--- src/rtl/core/csvp_pkg.sv ---
// Shared types and constants for the CSV record parser.
package csvp_pkg;

    localparam int MAX_FIELDS_DEF = 64;

    localparam logic [7:0] CH_COMMA = 8'h2C;
    localparam logic [7:0] CH_LF    = 8'h0A;
    localparam logic [7:0] CH_CR    = 8'h0D;
    localparam logic [7:0] CH_QUOTE = 8'h22;

    localparam int IDX_W  = 6;
    localparam int ERR_W  = 3;
    localparam int KIND_W = 2;

    typedef enum logic [2:0] {
        MODE_IDLE,
        MODE_FIELD,
        MODE_QUOTED,
        MODE_QCLOSE,
        MODE_AFTER_CR,
        MODE_AFTER_LF
    } mode_t;

    typedef enum logic [KIND_W-1:0] {
        KIND_DATA      = 2'd0,
        KIND_FIELD_END = 2'd1,
        KIND_REC_END   = 2'd2,
        KIND_ERROR     = 2'd3
    } kind_t;

    localparam logic [ERR_W-1:0] ERR_COUNT      = 3'd0;
    localparam logic [ERR_W-1:0] ERR_BAD_QUOTE  = 3'd1;
    localparam logic [ERR_W-1:0] ERR_AFTER_QT   = 3'd2;
    localparam logic [ERR_W-1:0] ERR_UNCLOSED   = 3'd3;
    localparam logic [ERR_W-1:0] ERR_TOO_MANY   = 3'd4;

endpackage

--- src/rtl/core/csv_record_parser.sv ---
// Top level of the streaming CSV record parser.
//
// Input channel s_axis: one word per character. tdata[7:0] is the byte,
// tuser marks end of input (the byte is then ignored). End of input closes
// any open record (record end, count mismatch or unclosed-quote error) and
// returns the parser to its reset state, ready for a new stream.
// Output channel m_axis: zero or one event word per input word. tuser holds
// the event kind (data byte, field end, record end, error); tdata holds
// data_byte, field_index and error_code. The first record fixes the field
// count; after the first error one error word is sent and further bytes are
// dropped silently until end of input.
// Path: an accepted word is held in the input register and is parsed by a
// single level of state logic into the result register, which drives m_axis.
// Throughput: one word per cycle while the receiver does not stall.
// A stalled receiver holds the result register; the input register takes a
// word while it is empty or its own word moves on into a free or draining
// result register, so at most two words are in flight. Reset clears all
// parser state and both valid flags; there is no clearing pass.
module csv_record_parser
    import csvp_pkg::*;
#(
    parameter int MAX_FIELDS = MAX_FIELDS_DEF
)
(
    input  logic        clk,
    input  logic        rst_n,
    input  logic        s_axis_tvalid,
    output logic        s_axis_tready,
    input  logic [7:0]  s_axis_tdata,   // [7:0] byte_in
    input  logic        s_axis_tuser,   // [0] end_of_input
    output logic        m_axis_tvalid,
    input  logic        m_axis_tready,
    output logic [23:0] m_axis_tdata,   // [7:0] data_byte, [13:8] field_index,
                                        // [16:14] error_code, [23:17] zero
    output logic [1:0]  m_axis_tuser    // [1:0] kind
);

    // field counter covers 0..MAX_FIELDS-1, expected count 1..MAX_FIELDS
    localparam int FW = (MAX_FIELDS > 1) ? $clog2(MAX_FIELDS) : 1;
    localparam int EW = $clog2(MAX_FIELDS + 1);

    // input register
    logic       in_valid_reg;
    logic [7:0] in_byte_reg;
    logic       in_eoi_reg;

    // parser state
    mode_t          mode_reg, mode_next;
    logic           has_reg, has_next;
    logic [FW-1:0]  fld_reg, fld_next;
    logic [EW-1:0]  exp_reg, exp_next;
    logic           hdr_reg, hdr_next;
    logic           open_reg, open_next;
    logic           halt_reg, halt_next;

    // result register
    logic              out_valid_reg;
    kind_t             out_kind_reg;
    logic [7:0]        out_byte_reg;
    logic [IDX_W-1:0]  out_idx_reg;
    logic [ERR_W-1:0]  out_err_reg;

    // event from the parse logic
    logic              ev_valid;
    kind_t             ev_kind;
    logic [7:0]        ev_byte;
    logic [FW-1:0]     ev_fld;
    logic [ERR_W-1:0]  ev_err;

    logic advance;

    // the held word is parsed when the result register can take its event
    assign advance       = !out_valid_reg || m_axis_tready;
    assign s_axis_tready = !in_valid_reg || advance;

    always_ff @(posedge clk or negedge rst_n)
    begin
        if (!rst_n)
        begin
            in_valid_reg <= 1'b0;
        end
        else if (s_axis_tready)
        begin
            in_valid_reg <= s_axis_tvalid;
        end
    end

    always_ff @(posedge clk)
    begin
        if (s_axis_tready && s_axis_tvalid)
        begin
            in_byte_reg <= s_axis_tdata;
            in_eoi_reg  <= s_axis_tuser;
        end
    end

    always_ff @(posedge clk or negedge rst_n)
    begin
        if (!rst_n)
        begin
            mode_reg <= MODE_IDLE;
            has_reg  <= 1'b0;
            fld_reg  <= '0;
            exp_reg  <= '0;
            hdr_reg  <= 1'b0;
            open_reg <= 1'b0;
            halt_reg <= 1'b0;
        end
        else if (in_valid_reg && advance)
        begin
            mode_reg <= mode_next;
            has_reg  <= has_next;
            fld_reg  <= fld_next;
            exp_reg  <= exp_next;
            hdr_reg  <= hdr_next;
            open_reg <= open_next;
            halt_reg <= halt_next;
        end
    end

    // parse step: one character against the current state
    always_comb
    begin
        logic [7:0] b;
        mode_t      m;
        logic       skip;
        logic       is_delim;
        logic       do_fail;
        logic       do_end;
        logic [ERR_W-1:0] fcode;

        b        = in_byte_reg;
        m        = mode_reg;
        skip     = 1'b0;
        do_fail  = 1'b0;
        do_end   = 1'b0;
        fcode    = ERR_COUNT;
        is_delim = (b == CH_COMMA) || (b == CH_LF) || (b == CH_CR);

        mode_next = mode_reg;
        has_next  = has_reg;
        fld_next  = fld_reg;
        exp_next  = exp_reg;
        hdr_next  = hdr_reg;
        open_next = open_reg;
        halt_next = halt_reg;

        ev_valid = 1'b0;
        ev_kind  = KIND_DATA;
        ev_byte  = 8'd0;
        ev_fld   = fld_reg;
        ev_err   = ERR_COUNT;

        if (in_eoi_reg)
        begin
            if (!halt_reg && open_reg)
            begin
                ev_valid = 1'b1;
                if (mode_reg == MODE_QUOTED)
                begin
                    ev_kind = KIND_ERROR;
                    ev_err  = ERR_UNCLOSED;
                end
                else if (hdr_reg && ((EW'(fld_reg) + EW'(1)) != exp_reg))
                begin
                    ev_kind = KIND_ERROR;
                    ev_err  = ERR_COUNT;
                end
                else
                begin
                    ev_kind = KIND_REC_END;
                end
            end
            mode_next = MODE_IDLE;
            has_next  = 1'b0;
            fld_next  = '0;
            exp_next  = '0;
            hdr_next  = 1'b0;
            open_next = 1'b0;
            halt_next = 1'b0;
        end
        else if (!halt_reg)
        begin
            // second half of a two-character line end is swallowed
            if (m == MODE_AFTER_CR || m == MODE_AFTER_LF)
            begin
                if ((m == MODE_AFTER_CR && b == CH_LF) ||
                    (m == MODE_AFTER_LF && b == CH_CR))
                begin
                    skip = 1'b1;
                end
                m         = MODE_IDLE;
                mode_next = MODE_IDLE;
            end
            if (!skip)
            begin
                if (m == MODE_IDLE)
                begin
                    fld_next  = '0;
                    has_next  = 1'b0;
                    open_next = 1'b1;
                    m         = MODE_FIELD;
                    mode_next = MODE_FIELD;
                end
                ev_fld = fld_next;

                unique case (m)
                    MODE_QUOTED:
                    begin
                        if (b == CH_QUOTE)
                        begin
                            mode_next = MODE_QCLOSE;
                        end
                        else
                        begin
                            has_next = 1'b1;
                            ev_valid = 1'b1;
                            ev_kind  = KIND_DATA;
                            ev_byte  = b;
                        end
                    end
                    MODE_QCLOSE:
                    begin
                        if (b == CH_QUOTE)
                        begin
                            mode_next = MODE_QUOTED;
                            has_next  = 1'b1;
                            ev_valid  = 1'b1;
                            ev_kind   = KIND_DATA;
                            ev_byte   = b;
                        end
                        else if (!is_delim)
                        begin
                            do_fail = 1'b1;
                            fcode   = ERR_AFTER_QT;
                        end
                        else
                        begin
                            do_end = 1'b1;
                        end
                    end
                    default:
                    begin
                        if (b == CH_QUOTE)
                        begin
                            if (has_next)
                            begin
                                do_fail = 1'b1;
                                fcode   = ERR_BAD_QUOTE;
                            end
                            else
                            begin
                                mode_next = MODE_QUOTED;
                            end
                        end
                        else if (!is_delim)
                        begin
                            has_next = 1'b1;
                            ev_valid = 1'b1;
                            ev_kind  = KIND_DATA;
                            ev_byte  = b;
                        end
                        else
                        begin
                            do_end = 1'b1;
                        end
                    end
                endcase

                if (do_end)
                begin
                    if (b == CH_COMMA)
                    begin
                        if (hdr_reg && ((EW'(ev_fld) + EW'(1)) >= exp_reg))
                        begin
                            do_fail = 1'b1;
                            fcode   = ERR_COUNT;
                        end
                        else if (!hdr_reg && (ev_fld == FW'(MAX_FIELDS - 1)))
                        begin
                            do_fail = 1'b1;
                            fcode   = ERR_TOO_MANY;
                        end
                        else
                        begin
                            fld_next  = ev_fld + FW'(1);
                            has_next  = 1'b0;
                            mode_next = MODE_FIELD;
                            ev_valid  = 1'b1;
                            ev_kind   = KIND_FIELD_END;
                        end
                    end
                    else
                    begin
                        mode_next = (b == CH_CR) ? MODE_AFTER_CR : MODE_AFTER_LF;
                        if (hdr_reg && ((EW'(ev_fld) + EW'(1)) != exp_reg))
                        begin
                            do_fail = 1'b1;
                            fcode   = ERR_COUNT;
                        end
                        else
                        begin
                            if (!hdr_reg)
                            begin
                                exp_next = EW'(ev_fld) + EW'(1);
                                hdr_next = 1'b1;
                            end
                            open_next = 1'b0;
                            ev_valid  = 1'b1;
                            ev_kind   = KIND_REC_END;
                        end
                    end
                end

                if (do_fail)
                begin
                    halt_next = 1'b1;
                    open_next = 1'b0;
                    ev_valid  = 1'b1;
                    ev_kind   = KIND_ERROR;
                    ev_byte   = 8'd0;
                    ev_err    = fcode;
                end
            end
        end
    end

    always_ff @(posedge clk or negedge rst_n)
    begin
        if (!rst_n)
        begin
            out_valid_reg <= 1'b0;
        end
        else if (advance)
        begin
            out_valid_reg <= in_valid_reg && ev_valid;
        end
    end

    always_ff @(posedge clk)
    begin
        if (advance && in_valid_reg && ev_valid)
        begin
            out_kind_reg <= ev_kind;
            out_byte_reg <= ev_byte;
            out_idx_reg  <= IDX_W'(ev_fld);
            out_err_reg  <= ev_err;
        end
    end

    assign m_axis_tvalid = out_valid_reg;
    assign m_axis_tuser  = out_kind_reg;
    assign m_axis_tdata  = {7'd0, out_err_reg, out_idx_reg, out_byte_reg};

endmodule

--- config.mk ---
export PLATFORM = sky130hd
export DESIGN_NAME = csv_record_parser
export DESIGN_NICKNAME = d
export VERILOG_FILES = /design/src/rtl/core/csvp_pkg.sv /design/src/rtl/core/csv_record_parser.sv
export SDC_FILE = /design/constraint.sdc
export NUM_CORES = 1
export LEC_CHECK = 0
export ABC_AREA = 1
export BUFFER_PORTS_ARGS = -buffer_cell sky130_fd_sc_hd__buf_2
export CAP_MARGIN = 25
export CORE_UTILIZATION = 45
export CTS_BUF_LIST = sky130_fd_sc_hd__clkbuf_4
export CTS_CLUSTER_SIZE = 16
export DETAILED_ROUTE_END_ITERATION = 7
export MAX_ROUTING_LAYER = met4
export PLACE_DENSITY = 0.7
export SYNTH_ARGS = -nofsm -noshare
export SYNTH_HDL_FRONTEND = slang
export SYNTH_SLANG_ARGS = --single-unit
--- constraint.sdc ---
create_clock -name clk -period 5.05 [get_ports clk]
set_input_delay 0.505 -clock clk [delete_from_list [all_inputs] [get_ports clk]]
set_output_delay 0.505 -clock clk [all_outputs]
set_load 0.005 [all_outputs]
* After elaboration in Yosys (flattened, before gate mapping)
Index checks and enable logic that the tools add are counted.
** Storage, ports and cells
- Flip-flop bits (word level) :: 50
- Input bits :: 13
- Output and inout port bits :: 28
- Logic and storage cells :: 209
** Operators by class
- $add $sub $neg :: 3
- Magnitude comparators :: 1
- Equal/unequal tests :: 17
- Muxes and demuxes :: 145
- Reductions and logical operators :: 28
** Operators by type and width (number)
- 3-bit 2-to-1 mux :: 28
- 6-bit 2-to-1 mux :: 14
- 1-bit 2-to-1 mux :: 74
- 7-bit 2-to-1 mux :: 7
- 8-bit 2-to-1 mux :: 4
- 2-bit 2-to-1 mux :: 12
- 8-bit by 4-bit == test with 1-bit output, second input constant :: 2
- 8-bit by 6-bit == test with 1-bit output, second input constant :: 2
- 8-bit case mux with 2 select lines :: 1
- 6-bit by 1-bit adder with 7-bit output, second input constant :: 2
- 7-bit != test :: 2
- 1-bit logical AND :: 11
- 2-bit != test, second input constant :: 5
- 3-bit by 2-bit == test with 1-bit output, second input constant :: 3
- 7-bit greater-or-equal comparator :: 1
- 7-bit AND reduction :: 1
- 6-bit by 1-bit adder with 6-bit output, second input constant :: 1
- 3-bit == test, second input constant :: 2
- 6-bit == test, second input constant :: 1
- 1-bit logical OR :: 6
- 1-bit case mux with 2 select lines :: 3
- 3-bit case mux with 2 select lines :: 1
- 6-bit AND reduction :: 1
- 1-bit zero test :: 4
- 6 further kinds :: 6

* Depth between registers and ports, before layout
Gate-level depths: netlist (run 1).
- Word-level depth :: 25
- Depth in mapped cells :: 19
- Mapped depth without buffers :: 19

* Worst setup path after synthesis (run 1)
OpenSTA, ideal clock, no wires.
- Path type :: register to register
- Start :: reg in_byte_reg[0]
- End :: reg out_kind_reg[0] (netlist: m_axis_tuser[0]), enable pin
- Setup time :: 0.401 ns
- Arrival time :: 2.215 ns
- Data required time :: 4.649 ns
- Setup slack :: 2.434 ns
- Cell stages (with the launch flop) :: 10
- Path buffers :: 0
- Clock period less this slack :: 2.616 ns
- Cell sequence :: edfxtp_1 inv_2 nand2_1 nor2_1 nand3_1 nor3_1 nor2_2 nand3_1 nand2_1 a21oi_1
** On the way
- Cells in the longest elaborated chain, start to end :: 18
- Elaborated cells between the ends (all ways) :: 44
** RTL lines
- start: declaration :: line csv_record_parser.sv:44 : logic [7:0] in_byte_reg;
- start signal: assignment :: line csv_record_parser.sv:92 : in_byte_reg <= s_axis_tdata;
- 8-bit by 6-bit == test with 1-bit output / 8-bit by 4-bit == test with 1-bit output (equally long branches) :: line csv_record_parser.sv:138, csv_record_parser.sv:272, csv_record_parser.sv:187
- 1-bit logical OR (2 in a row) :: line csv_record_parser.sv:138 : is_delim = (b == CH_COMMA) || (b == CH_LF) || (b == CH_CR);
- 1-bit 2-to-1 mux :: line csv_record_parser.sv:232, csv_record_parser.sv:256
- 1-bit 2-to-1 mux :: line csv_record_parser.sv:244 : if (b == CH_QUOTE)
- 1-bit case mux with 2 select lines / 1-bit 2-to-1 mux (equally long branches)
- 1-bit 2-to-1 mux, on equally long branches :: line csv_record_parser.sv:279, csv_record_parser.sv:195
- 1-bit 2-to-1 mux, on equally long branches :: line csv_record_parser.sv:274, csv_record_parser.sv:182
- 1-bit 2-to-1 mux, on equally long branches :: line csv_record_parser.sv:272, csv_record_parser.sv:154
- 1-bit 2-to-1 mux :: line csv_record_parser.sv:270 : if (do_end)
- 1-bit 2-to-1 mux :: line csv_record_parser.sv:195 : if (!skip)
- 1-bit 2-to-1 mux :: line csv_record_parser.sv:182 : else if (!halt_reg)
- 1-bit 2-to-1 mux :: line csv_record_parser.sv:154 : if (in_eoi_reg)
- 1-bit 2-to-1 mux :: line csv_record_parser.sv:315 : if (do_fail)
- 1-bit 2-to-1 mux (*) :: line csv_record_parser.sv:195
- 1-bit 2-to-1 mux (*) :: line csv_record_parser.sv:182
- 1-bit 2-to-1 mux (*) :: line csv_record_parser.sv:154
- 1-bit logical AND (*) :: line csv_record_parser.sv:342 : if (advance && in_valid_reg && ev_valid)
- end signal: assignment :: line csv_record_parser.sv:344 : out_kind_reg <= ev_kind;
- end: declaration :: line csv_record_parser.sv:58 : kind_t out_kind_reg;
Mark *: on every way between the ends. The rest lies on a longest branch, timed or not. The select of a mux whose other input is x is not followed.
A chain may end at the register's enable or synchronous reset.

* Worst setup path in the final report (run 1)
- Start :: reg mode_reg[1]
- End :: reg out_kind_reg[1] (netlist: m_axis_tuser[1]) (data pin)
** On the way
- Cells in the longest elaborated chain, start to end :: 24
- Elaborated cells between the ends (all ways) :: 57
** RTL lines
- start: declaration :: line csv_record_parser.sv:48 : mode_t mode_reg, mode_next;
- start signal: assignment :: line csv_record_parser.sv:111 : mode_reg <= mode_next;
- parallel branches: the longest is 21 deep, another holds 6-bit by 1-bit adder with 7-bit output
- 2-bit 2-to-1 mux (*) :: line csv_record_parser.sv:195
- 2-bit 2-to-1 mux (*) :: line csv_record_parser.sv:182
- 2-bit 2-to-1 mux (*) :: line csv_record_parser.sv:154
- via ev_kind[1] :: line csv_record_parser.sv:65 : kind_t ev_kind;
Mark *: on every way through the listed nets, which the timed path passes. The select of a mux whose other input is x is not followed.

==> results of run 1 <==
-- how the worst max path moves through the flow --
stage / end / slack (ns) / cells past startpoint
after detailed placement: m_axis_tuser[0] / 2.21 / 17
after global routing: m_axis_tuser[1] / 1.83 / 16
after floorplan: m_axis_tuser[0] / 2.43 / 9
after global placement: m_axis_tuser[0] / 2.32 / 17
after CTS: m_axis_tuser[1] / 2.20 / 16
final: m_axis_tuser[1] / 2.16 / 16
-- critical path, stage by stage (launching register included) --
cell,delay [ns]
dfrtp_1,0.55
a21oi_4,0.11
nor2_1,0.32
nand2_1,0.12
xnor2_1,0.19
inv_1,0.08
ha_1,0.30
a21oi_1,0.13
nand2_1,0.06
nand2_1,0.09
nand3_1,0.08
nand2_1,0.12
nand3_2,0.13
nand2_2,0.12
nand2_2,0.08
nor2_2,0.11
o21ai_1,0.06
-- area by class of cell --
class	count	area [um2]	area share (%)
Sequential cell	50	1390	41.6
Timing Repair Buffer	34	180	5.39
Multi-Input combinational cell	269	1390	41.7
Clock inverter	2	13.8	0.412
Inverter	58	220	6.59
Clock buffer	6	45.0	1.35
Tap cell	77	96.3	2.88
-- power groups by stage --
stage | clock network [mW] | registers (mW) | logic (mW)
floorplan | 0 | 0.521 | 0.118
global placement | 0 | 0.524 | 0.187
detailed placement | 0 | 0.523 | 0.190
CTS | 0.201 | 0.516 | 0.190
global route | 0.214 | 0.521 | 0.219
finish | 0.195 | 0.515 | 0.198
-- stage by stage --
step                      utilization, %  cells  cell area [um2]
final                               52.0    496             3340
after global placement              50.9    487             3270
after detailed placement            50.9    487             3270
after CTS                           51.8    495             3330
after global routing                52.0    496             3340
after floorplan                        -    386             3070
-- cells in the mapped netlist, types with 2 or more instances --
library cell    n  area [um2]
nand2_2         7        43.8
o22ai_1         3        18.8
a21oi_2         2        17.5
nor3_1          2        10.0
nand2_1       111         417
nor2_1         44         165
nand4_1         4        25.0
buf_4           8        60.1
xor2_1          6        52.6
o21ai_1         4        20.0
xnor2_1         4        35.0
nand3_2         3        30.0
nor2_8          3        60.1
inv_1          44         165
ha_1            8         100
o21ai_0         8        40.0
inv_2          13        48.8
a21oi_1        14        70.1
nor2_2          8        50.1
edfxtp_1       28         841
dfrtp_1        22         551
nand3_1        25         125
-- per-layer routing --
metal | routed length (um) | GRT usage, %
met5 | 0 | -
met4 | 93 | 7.05
met3 | 397 | 3.34
met2 | 2830 | 30.1
met1 | 3180 | 28.0
-- kinds of logic after synthesis --
family | Yosys count
and+or+nand+nor | 212
xor gates and xnor gates | 10
adders and majority gates | 8
other | 1
AOI/OAI and AO/OA | 32
DFF | 50
buffers and inverters | 67
==> impl_metrics.tcl, run 1 <==
set metrics [dict create \
    min_period_ns 2.89 \
    rsz0062_at_grt "false" \
    place_ws_ns 2.21 \
    maxSlewViolCount 0 \
    total_power_mw 0.908 \
    yosysUniqueCellTypes 31 \
    placement_rows 29 \
    status "finished, violations left" \
    synth_edf_count 28 \
    hold_viol 0 \
    clk_path_buf_depth 2 \
    synthMuxAreaShare_pct 0 \
    synth_async_sr_flop_share_pct 44.0 \
    die-area_um2 7100 \
    relSlewSlack_pct 65.2 \
    routabilityCongestion 0.904 \
    r2r_slack_ns 2.16 \
    wl_um 6500 \
    maxCapViolations 0 \
    power_frac_comb_pct 21.8 \
    die_h_um 84.3 \
    power_density_nw_per_um2 272 \
    seq_area_frac_synth_pct 45.7 \
    p_seq_share_pct 56.7 \
    synth-adder-area-share_pct 3.29 \
    ys.flop_type "edfxtp_1" \
    p_leak_nw 1.65 \
    swShare_pct 33.1 \
    pin_count 41 \
    drc 4 \
    clock_power_share_pct 21.5 \
    diodes 0 \
    syn_to_final_growth_pct 9.74 \
    cts_max_level 2 \
    synth_seq_cells 50 \
    violations "DRC" \
    nFillCells 606 \
    postCtsSetupBuffers 0 \
    ir_drop_uv 119 \
    initial_core_util_pct 47.4 \
    postRouteAntennaNets 0 \
    viasPerCell 5.07 \
    dp_hpwl_um 5060 \
    grt_max_degree 23 \
    cts-hold-fix-buffers 0 \
    cts_tree "built" \
    r2r_cells 16 \
    layout_commonest_cell "nand2_1" \
    syn_area_um2 3040 \
    numClockSinks 50 \
    cp-end-kind "flop" \
    drive_above_1_share_pct 20.3 \
    yosysWarnings 0 \
    postCtsResizedCells 0 \
    dr.pass1.iters 7 \
    synth_top_family_by_area "simple AND/OR/NAND/NOR gates" \
    die-width_um 84.3 \
    synth-compound-area-share_pct 6.00 \
    avgSynthCellArea_um2 8.01 \
    crit_type "reg -> reg" \
    antenna_found_initial 0 \
    critPathLaunchType "flop" \
    arrival_ns 3.03 \
    setup_viol 0 \
    whs_ns 0.0728 \
    synthCells 380 \
    grt_pass1_vias 2299 \
    port_buffers 33 \
    fmax_ghz 0.346 \
    wl_per_cell_um 13.1 \
    worstPathRequired_ns 5.19 \
    synth-simple-area-share_pct 32.6 \
    grt_pass1_wl_um 10900 \
    synthXorXnorAreaFrac_pct 2.88 \
    vias 2513 \
    grt.total_usage_pct 20.2 \
    r2r_end "m_axis_tuser[1]" \
    fin_nets 439 \
    final.setup.tns_ns 0 \
    worst_pin_slew_ns 0.522 \
    clk_pin_slew_ns 0.16 \
    p_sw_mw 0.300 \
    crit_start "mode_reg[1]" \
    fin_crit_sh_pct 57.3 \
    r2r_start "mode_reg[1]" \
    numCtsBuffers 5 \
    worst-path-max-fanout 8 \
    power_report.internal_total_mw 0.608 \
    grt_overflow_total 0 \
    clk_latency_ns 0.38 \
    coreArea_um2 6420 \
    cts-root-buf "clkbuf_4" \
    first_iter_violations 208 \
    setup_ws_ns 2.16 \
    hold_path.class "in -> async" \
    fin_skew_ns 0.0195 \
    layout_common_cells "nand2_1 (111), inv_1 (44), nor2_1 (44), buf_2 (33), edfxtp_1 (28)" \
]
Power figures use the tool's default switching activity.
==> run 2: changes to the inputs <==
clock period = 2.9 ns   (was 5.05 ns; I/O delays follow)
==> run 2 against run 1 <==
Effect of this change: maximum frequency up 5.7%; largest power group unchanged; critical endpoint is now m_axis_tuser[0]; sequential share of layout area down 1.8 points; wire length up 5.0%; setup slack worse by 2.0 ns; non-clock buffer count up 11; register-to-register slack worse by 2.0 ns; the run still ends with DRC left; total power up 86%; core utilization up 2.5 points; clock power up 120%; worst hold slack worse by 0.011 ns; global-route usage up 1.1 points; combinational power up 91%.
==> impl_metrics.tcl, run 2 (synthesized netlist as in run 1, its figures left out) <==
set metrics [dict create \
    path_buf_inv 2 \
    worst-path-max-fanout 5 \
    cts-root-buf "clkbuf_4" \
    grt_overflow_total 0 \
    arrival_ns 2.90 \
    clk_path_buf_depth 2 \
    worstHoldPathCells 1 \
    first_iter_violations 178 \
    crit_path_top_delay_cell "dfrtp_1" \
    fin_crit_sh_pct 94.4 \
    coreArea_um2 6420 \
    cts_tree "built" \
    fin_nets 450 \
    worst_pin_slew_ns 0.530 \
    placed_cells 494 \
    maxSlewViolCount 0 \
    holdCritStartpoint "s_axis_tdata[3]" \
    vias 2578 \
    layout_common_cells "nand2_1 (109), inv_1 (44), nor2_1 (42), buf_2 (33), edfxtp_1 (28)" \
    r2r_slack_ns 0.16 \
    cp-end-kind "flop" \
    routabilityCongestion 0.988 \
    pin_count 41 \
    fmax_ghz 0.365 \
    whs_endpoint "in_byte_reg[3]" \
    p_leak_nw 1.71 \
    numClockSinks 50 \
    crit_chain "inv_2 -> a21oi_4 -> nor2_1 -> buf_4 -> nor2_1 -> a21oi_1 -> ha_1 -> nand3_1 -> nand2_1 -> nand2_1 -> nand3_1 -> nand2_2 -> nand3_4 -> nand2_4 -> nand2_2 -> o21ai_1 -> nand2_1" \
    wl_um 6820 \
    r2r_end "m_axis_tuser[0]" \
    power_density_nw_per_um2 483 \
    postRouteAntennaNets 0 \
    post_dp_cell_area_um2 3320 \
    fin_skew_ns 0.0153 \
    cpLargestDelayFamily "simple AND/OR/NAND/NOR gates" \
    diodes 0 \
    drc 4 \
    clk_pin_slew_ns 0.16 \
    post-route-cell-area_um2 3500 \
    hold_viol 0 \
    initial_core_util_pct 47.4 \
    fin_util_pct 54.5 \
    min_period_ns 2.74 \
    ir_drop_uv 236 \
    crit_type "reg -> reg" \
    whs_ns 0.0617 \
    syn_to_final_growth_pct 14.9 \
    final.setup.tns_ns 0 \
    grt_pass1_wl_um 11700 \
    wl_per_cell_um 13.5 \
    r2r_cells 17 \
    grt_pass1_vias 2518 \
    grt_max_degree 23 \
    place_ws_ns 0.0990 \
    viasPerCell 5.08 \
    drive_above_1_share_pct 24.2 \
    worstPathRequired_ns 3.06 \
    numCtsBuffers 5 \
    critPathLaunchType "flop" \
    r2r_start "mode_reg[2]" \
    total_power_mw 1.69 \
    dr.pass1.iters 6 \
    port_buffers 33 \
    die_h_um 84.3 \
    clk_latency_ns 0.39 \
    instances_no_fill 507 \
    relSlewSlack_pct 64.7 \
    die-area_um2 7100 \
    hold_path.class "in -> reg" \
    setup_ws_ns 0.162 \
    layout_commonest_cell "nand2_1" \
    antenna_found_initial 0 \
    cts_max_level 2 \
    setup_viol 0 \
    path_common_cell "nand2_1" \
    die-width_um 84.3 \
    maxCapViolations 0 \
    dp_hpwl_um 5220 \
    worst_path_largest_cell_delay_ns 0.44 \
    placement_rows 29 \
    grt.total_usage_pct 21.4 \
    status "finished, violations left" \
    violations "DRC" \
]
## run 2: metal layers
layer / part of all wire, % / wire [um] / GRT usage, %
met2: 46 / 3130 / 33.5
met5: 0 / 0 / -
met1: 45 / 3060 / 28.3
met4: 2.0 / 138 / 7.52
met3: 7.2 / 492 / 3.34
## run 2: worst reg2reg max path, stage by stage (launching register included)
cell and delay (ns):
dfrtp_1 0.44, inv_2 0.12, a21oi_4 0.10, nor2_1 0.14, buf_4 0.16, nor2_1 0.06
a21oi_1 0.28, ha_1 0.32, nand3_1 0.08, nand2_1 0.06, nand2_1 0.08, nand3_1 0.09
nand2_2 0.12, nand3_4 0.11, nand2_4 0.09, nand2_2 0.07, o21ai_1 0.12, nand2_1 0.07
## run 2: area by class of cell
class	instances	area [um2]
clock buffers	5	37.5
clock inverters	3	42.5
fillers	585	2920
inverters	58	220
multi-input cells	269	1450
flip-flops and latches	50	1390
well taps	77	96.3
repair buffers	45	258
## run 2: timing repair
action	in CTS	in global routing
setup buffers	0	4
endpoints found under the setup margin	0	19
hold buffers	1	0
gates resized for setup	0	13
hold endpoints to repair	22	0
## run 2: power by group
part	internal [mW]	total (mW)	switching, mW
Combinational	0.129	0.378	0.248
Clock	0.182	0.420	0.238
Sequential	0.846	0.892	0.0466
## run 2: worst max path at each step
stage | cells past startpoint | to | startpoint
after floorplan | 9 | m_axis_tuser[0] | in_byte_reg[0]
after global placement | 16 | m_axis_tuser[0] | fld_reg[2]
after detailed placement | 16 | m_axis_tuser[0] | fld_reg[1]
after CTS | 17 | m_axis_tuser[0] | mode_reg[2]
after global routing | 17 | m_axis_tuser[0] | mode_reg[2]
final | 17 | m_axis_tuser[0] | mode_reg[2]
==> run 3: changes to the inputs <==
ABC_AREA = not set   (was 1)
==> run 3 against run 2 <==
Effect of this change: wire length increased by 15%; the flow finishes with violations (setup timing); final cell count decreased by 6.7%; sequential power decreased by 6.4%; synthesized cell count decreased by 21%; critical path depth decreased by 4; count of clock-buffer cells in the layout increased by 1; highest routed layer unchanged; global-route usage increased by 2.5 points; via count increased by 4.7%; total power decreased by 10%; first-iteration DRC count increased by 13%; non-clock buffer count increased by 55; critical endpoint is now m_axis_tuser[1].
==> impl_metrics.tcl, run 3 <==
set metrics [dict create \
    p_leak_nw 1.67 \
    worst_pin_slew_ns 0.649 \
    worst_path_largest_cell_delay_ns 0.40 \
    synthTopCellsByArea "edfxtp_1 (28%), dfrtp_1 (19%), nand2_1 (3.6%), ha_1 (3.4%), nor2_1 (3.2%)" \
    rsz0062_at_grt "true" \
    worstHoldPathCells 1 \
    pin_count 41 \
    violations "setup timing" \
    power_density_nw_per_um2 395 \
    clk_pin_slew_ns 0.14 \
    clock_power_share_pct 27.0 \
    wl_um 7860 \
    synth_top_area_cell "edfxtp_1" \
    port_buffers 33 \
    ys.flop_type "edfxtp_1" \
    whs_ns 0.0791 \
    first_iter_violations 202 \
    maxSlewViolCount 0 \
    min_period_ns 2.91 \
    p_sw_mw 0.407 \
    routabilityCongestion 1.02 \
    synth.top_cell.area_share_pct 28.5 \
    instances_no_fill 473 \
    power_frac_comb_pct 18.1 \
    ir_drop_uv 220 \
    fin_skew_ns 0.0107 \
    synth_seq_cells 50 \
    dp_hpwl_um 5990 \
    total_power_mw 1.52 \
    yosysWarnings 0 \
    numClockSinks 50 \
    grt_max_degree 23 \
    die-width_um 83.0 \
    setup_viol 19 \
    grt_pass1_wl_um 12700 \
    worst-path-max-fanout 19 \
    crit_type "reg -> reg" \
    hold_path.class "in -> reg" \
    yosysUniqueCellTypes 57 \
    seq_area_frac_synth_pct 47.1 \
    swShare_pct 26.8 \
    cts_max_level 2 \
    syn_area_um2 2950 \
    worstPathRequired_ns 2.99 \
    layout_commonest_cell "buf_4" \
    grt_overflow_total 0 \
    relSlewSlack_pct 56.1 \
    viasPerCell 5.70 \
    fin_nets 416 \
    clk_path_buf_depth 2 \
    power_report.internal_total_mw 1.11 \
    avgSynthCellArea_um2 9.77 \
    syn_to_final_growth_pct 30.4 \
    place_ws_ns -0.419 \
    fmax_ghz 0.344 \
    status "finished, violations left" \
    die-area_um2 6890 \
    cts-root-buf "clkbuf_4" \
    grt.total_usage_pct 23.9 \
    initial_core_util_pct 46.5 \
    layout_common_cells "buf_4 (64), buf_2 (33), edfxtp_1 (28), nand2_1 (27), nor2_1 (23)" \
    vias 2698 \
    setup_ws_ns -0.00982 \
    antenna_found_initial 0 \
    fin_crit_sh_pct 100 \
    r2r_cells 13 \
    dr.pass1.iters 5 \
    crit_path_top_delay_cell "dfrtp_1" \
    synth_edf_count 28 \
    numCtsBuffers 5 \
    cp-end-kind "flop" \
    hold_viol 0 \
    diodes 0 \
    cts_tree "built" \
    arrival_ns 3.00 \
    clk_latency_ns 0.37 \
    synthCells 302 \
    wl_per_cell_um 16.6 \
    synthTopCellsByCount "edfxtp_1 (28), nand2_1 (28), nor2_1 (25), dfrtp_1 (22), o21ai_0 (18)" \
    drc 0 \
    placed_cells 459 \
    crit_chain "nand4_1 -> buf_4 -> xor2_1 -> nor2_1 -> ha_1 -> nand4_1 -> nor2_1 -> a21oi_1 -> a21o_1 -> o21ai_4 -> nor4_4 -> nor3b_4 -> buf_12" \
    postRouteAntennaNets 0 \
    die_h_um 83.0 \
    grt_pass1_vias 2544 \
    synth_async_sr_flop_share_pct 44.0 \
    placement_rows 29 \
    p_seq_share_pct 54.9 \
    maxCapViolations 0 \
    coreArea_um2 6350 \
    critPathLaunchType "flop" \
    drive_above_1_share_pct 33.3 \
]
[run 3: cell types whose count changed in the layout (fill, tap and decap cells not counted), moves of 8 or more]
cell	change
inv_1	-33
buf_4	+53
nand2_1	-82
and2_1	+11
a22o_1	+8
nor2_1	-19
inv_2	-13
nand3_1	-14
[run 3: worst paths after layout]
path                         startpoint         endpoint  slack (ns)
setup / recovery             fld_reg[0]  m_axis_tuser[1]       -0.01
hold / removal             s_axis_tuser       in_eoi_reg        0.08
setup reg to reg             fld_reg[0]  m_axis_tuser[1]       -0.01
hold reg to reg                open_reg         open_reg        0.56
max in group asynchronous         rst_n       fld_reg[4]        2.14
min in group asynchronous         rst_n       fld_reg[5]        0.40
[run 3: worst max-delay path: cells and delay by family (launching register included)]
kind	cells	cell delay, ns
compound gates	3	0.49
flops	1	0.40
xor+xnor	1	0.13
fa+ha+maj	1	0.32
buf+inv	2	0.39
simple gates	6	0.90
[run 3: cells by family after synthesis]
group	after synthesis	synth area share, %
and+or+nand+nor	126	22.7
AOI/OAI and AO/OA	71	17.1
DFF	50	47.1
buffers and inverters	32	5.38
xor gates and xnor gates	14	4.15
adders and majority gates	8	3.39
other	1	0.127
[run 3: power groups by stage]
stage          clock (mW)  sequential [mW]  combinational [mW]
2_1_floorplan           0            0.847               0.150
3_5_place_dp            0            0.851               0.252
5_1_grt             0.456            0.841               0.299
4_1_cts             0.431            0.835               0.263
6_report            0.411            0.835               0.275
3_3_place_gp            0            0.849               0.249
[run 3: timing repair]
action / CTS / global route
setup endpoints to repair: 31 / 34
endpoints found under the hold margin: 22 / 0
setup buffers: 3 / 2
gates resized for setup: 5 / 14
pin swaps: 6 / 4
cloned: 0 / 1
hold buffers: 1 / 0
[run 3: cell type report]
type / count / area (um2)
multi-input combinational: 227 / 1550
clock inverter: 2 / 37.5
tap: 77 / 96.3
inverter: 11 / 41.3
sequential: 50 / 1390
timing repair buffer: 100 / 687
clock buffer: 6 / 45.0
fill: 534 / 2500
[run 3: per-layer routing]
| metal | GRT usage (%) | share of wire (%) |
|---|---|---|
| met1 | 30.6 | 44 |
| met2 | 37.8 | 48 |
| met3 | 5.96 | 6.9 |
| met4 | 6.43 | 0.65 |
| met5 | - | 0 |
[run 3: through the flow]
step / cell area (um2) / TNS (ns) / utilization (%)
floorplan: 3060 / -3.89 / -
global placement: 3630 / -4.94 / 57.2
detailed placement: 3630 / -9.45 / 57.2
CTS: 3780 / 0 / 59.5
global route: 3850 / -2.89 / 60.6
finish: 3850 / -0.0940 / 60.6
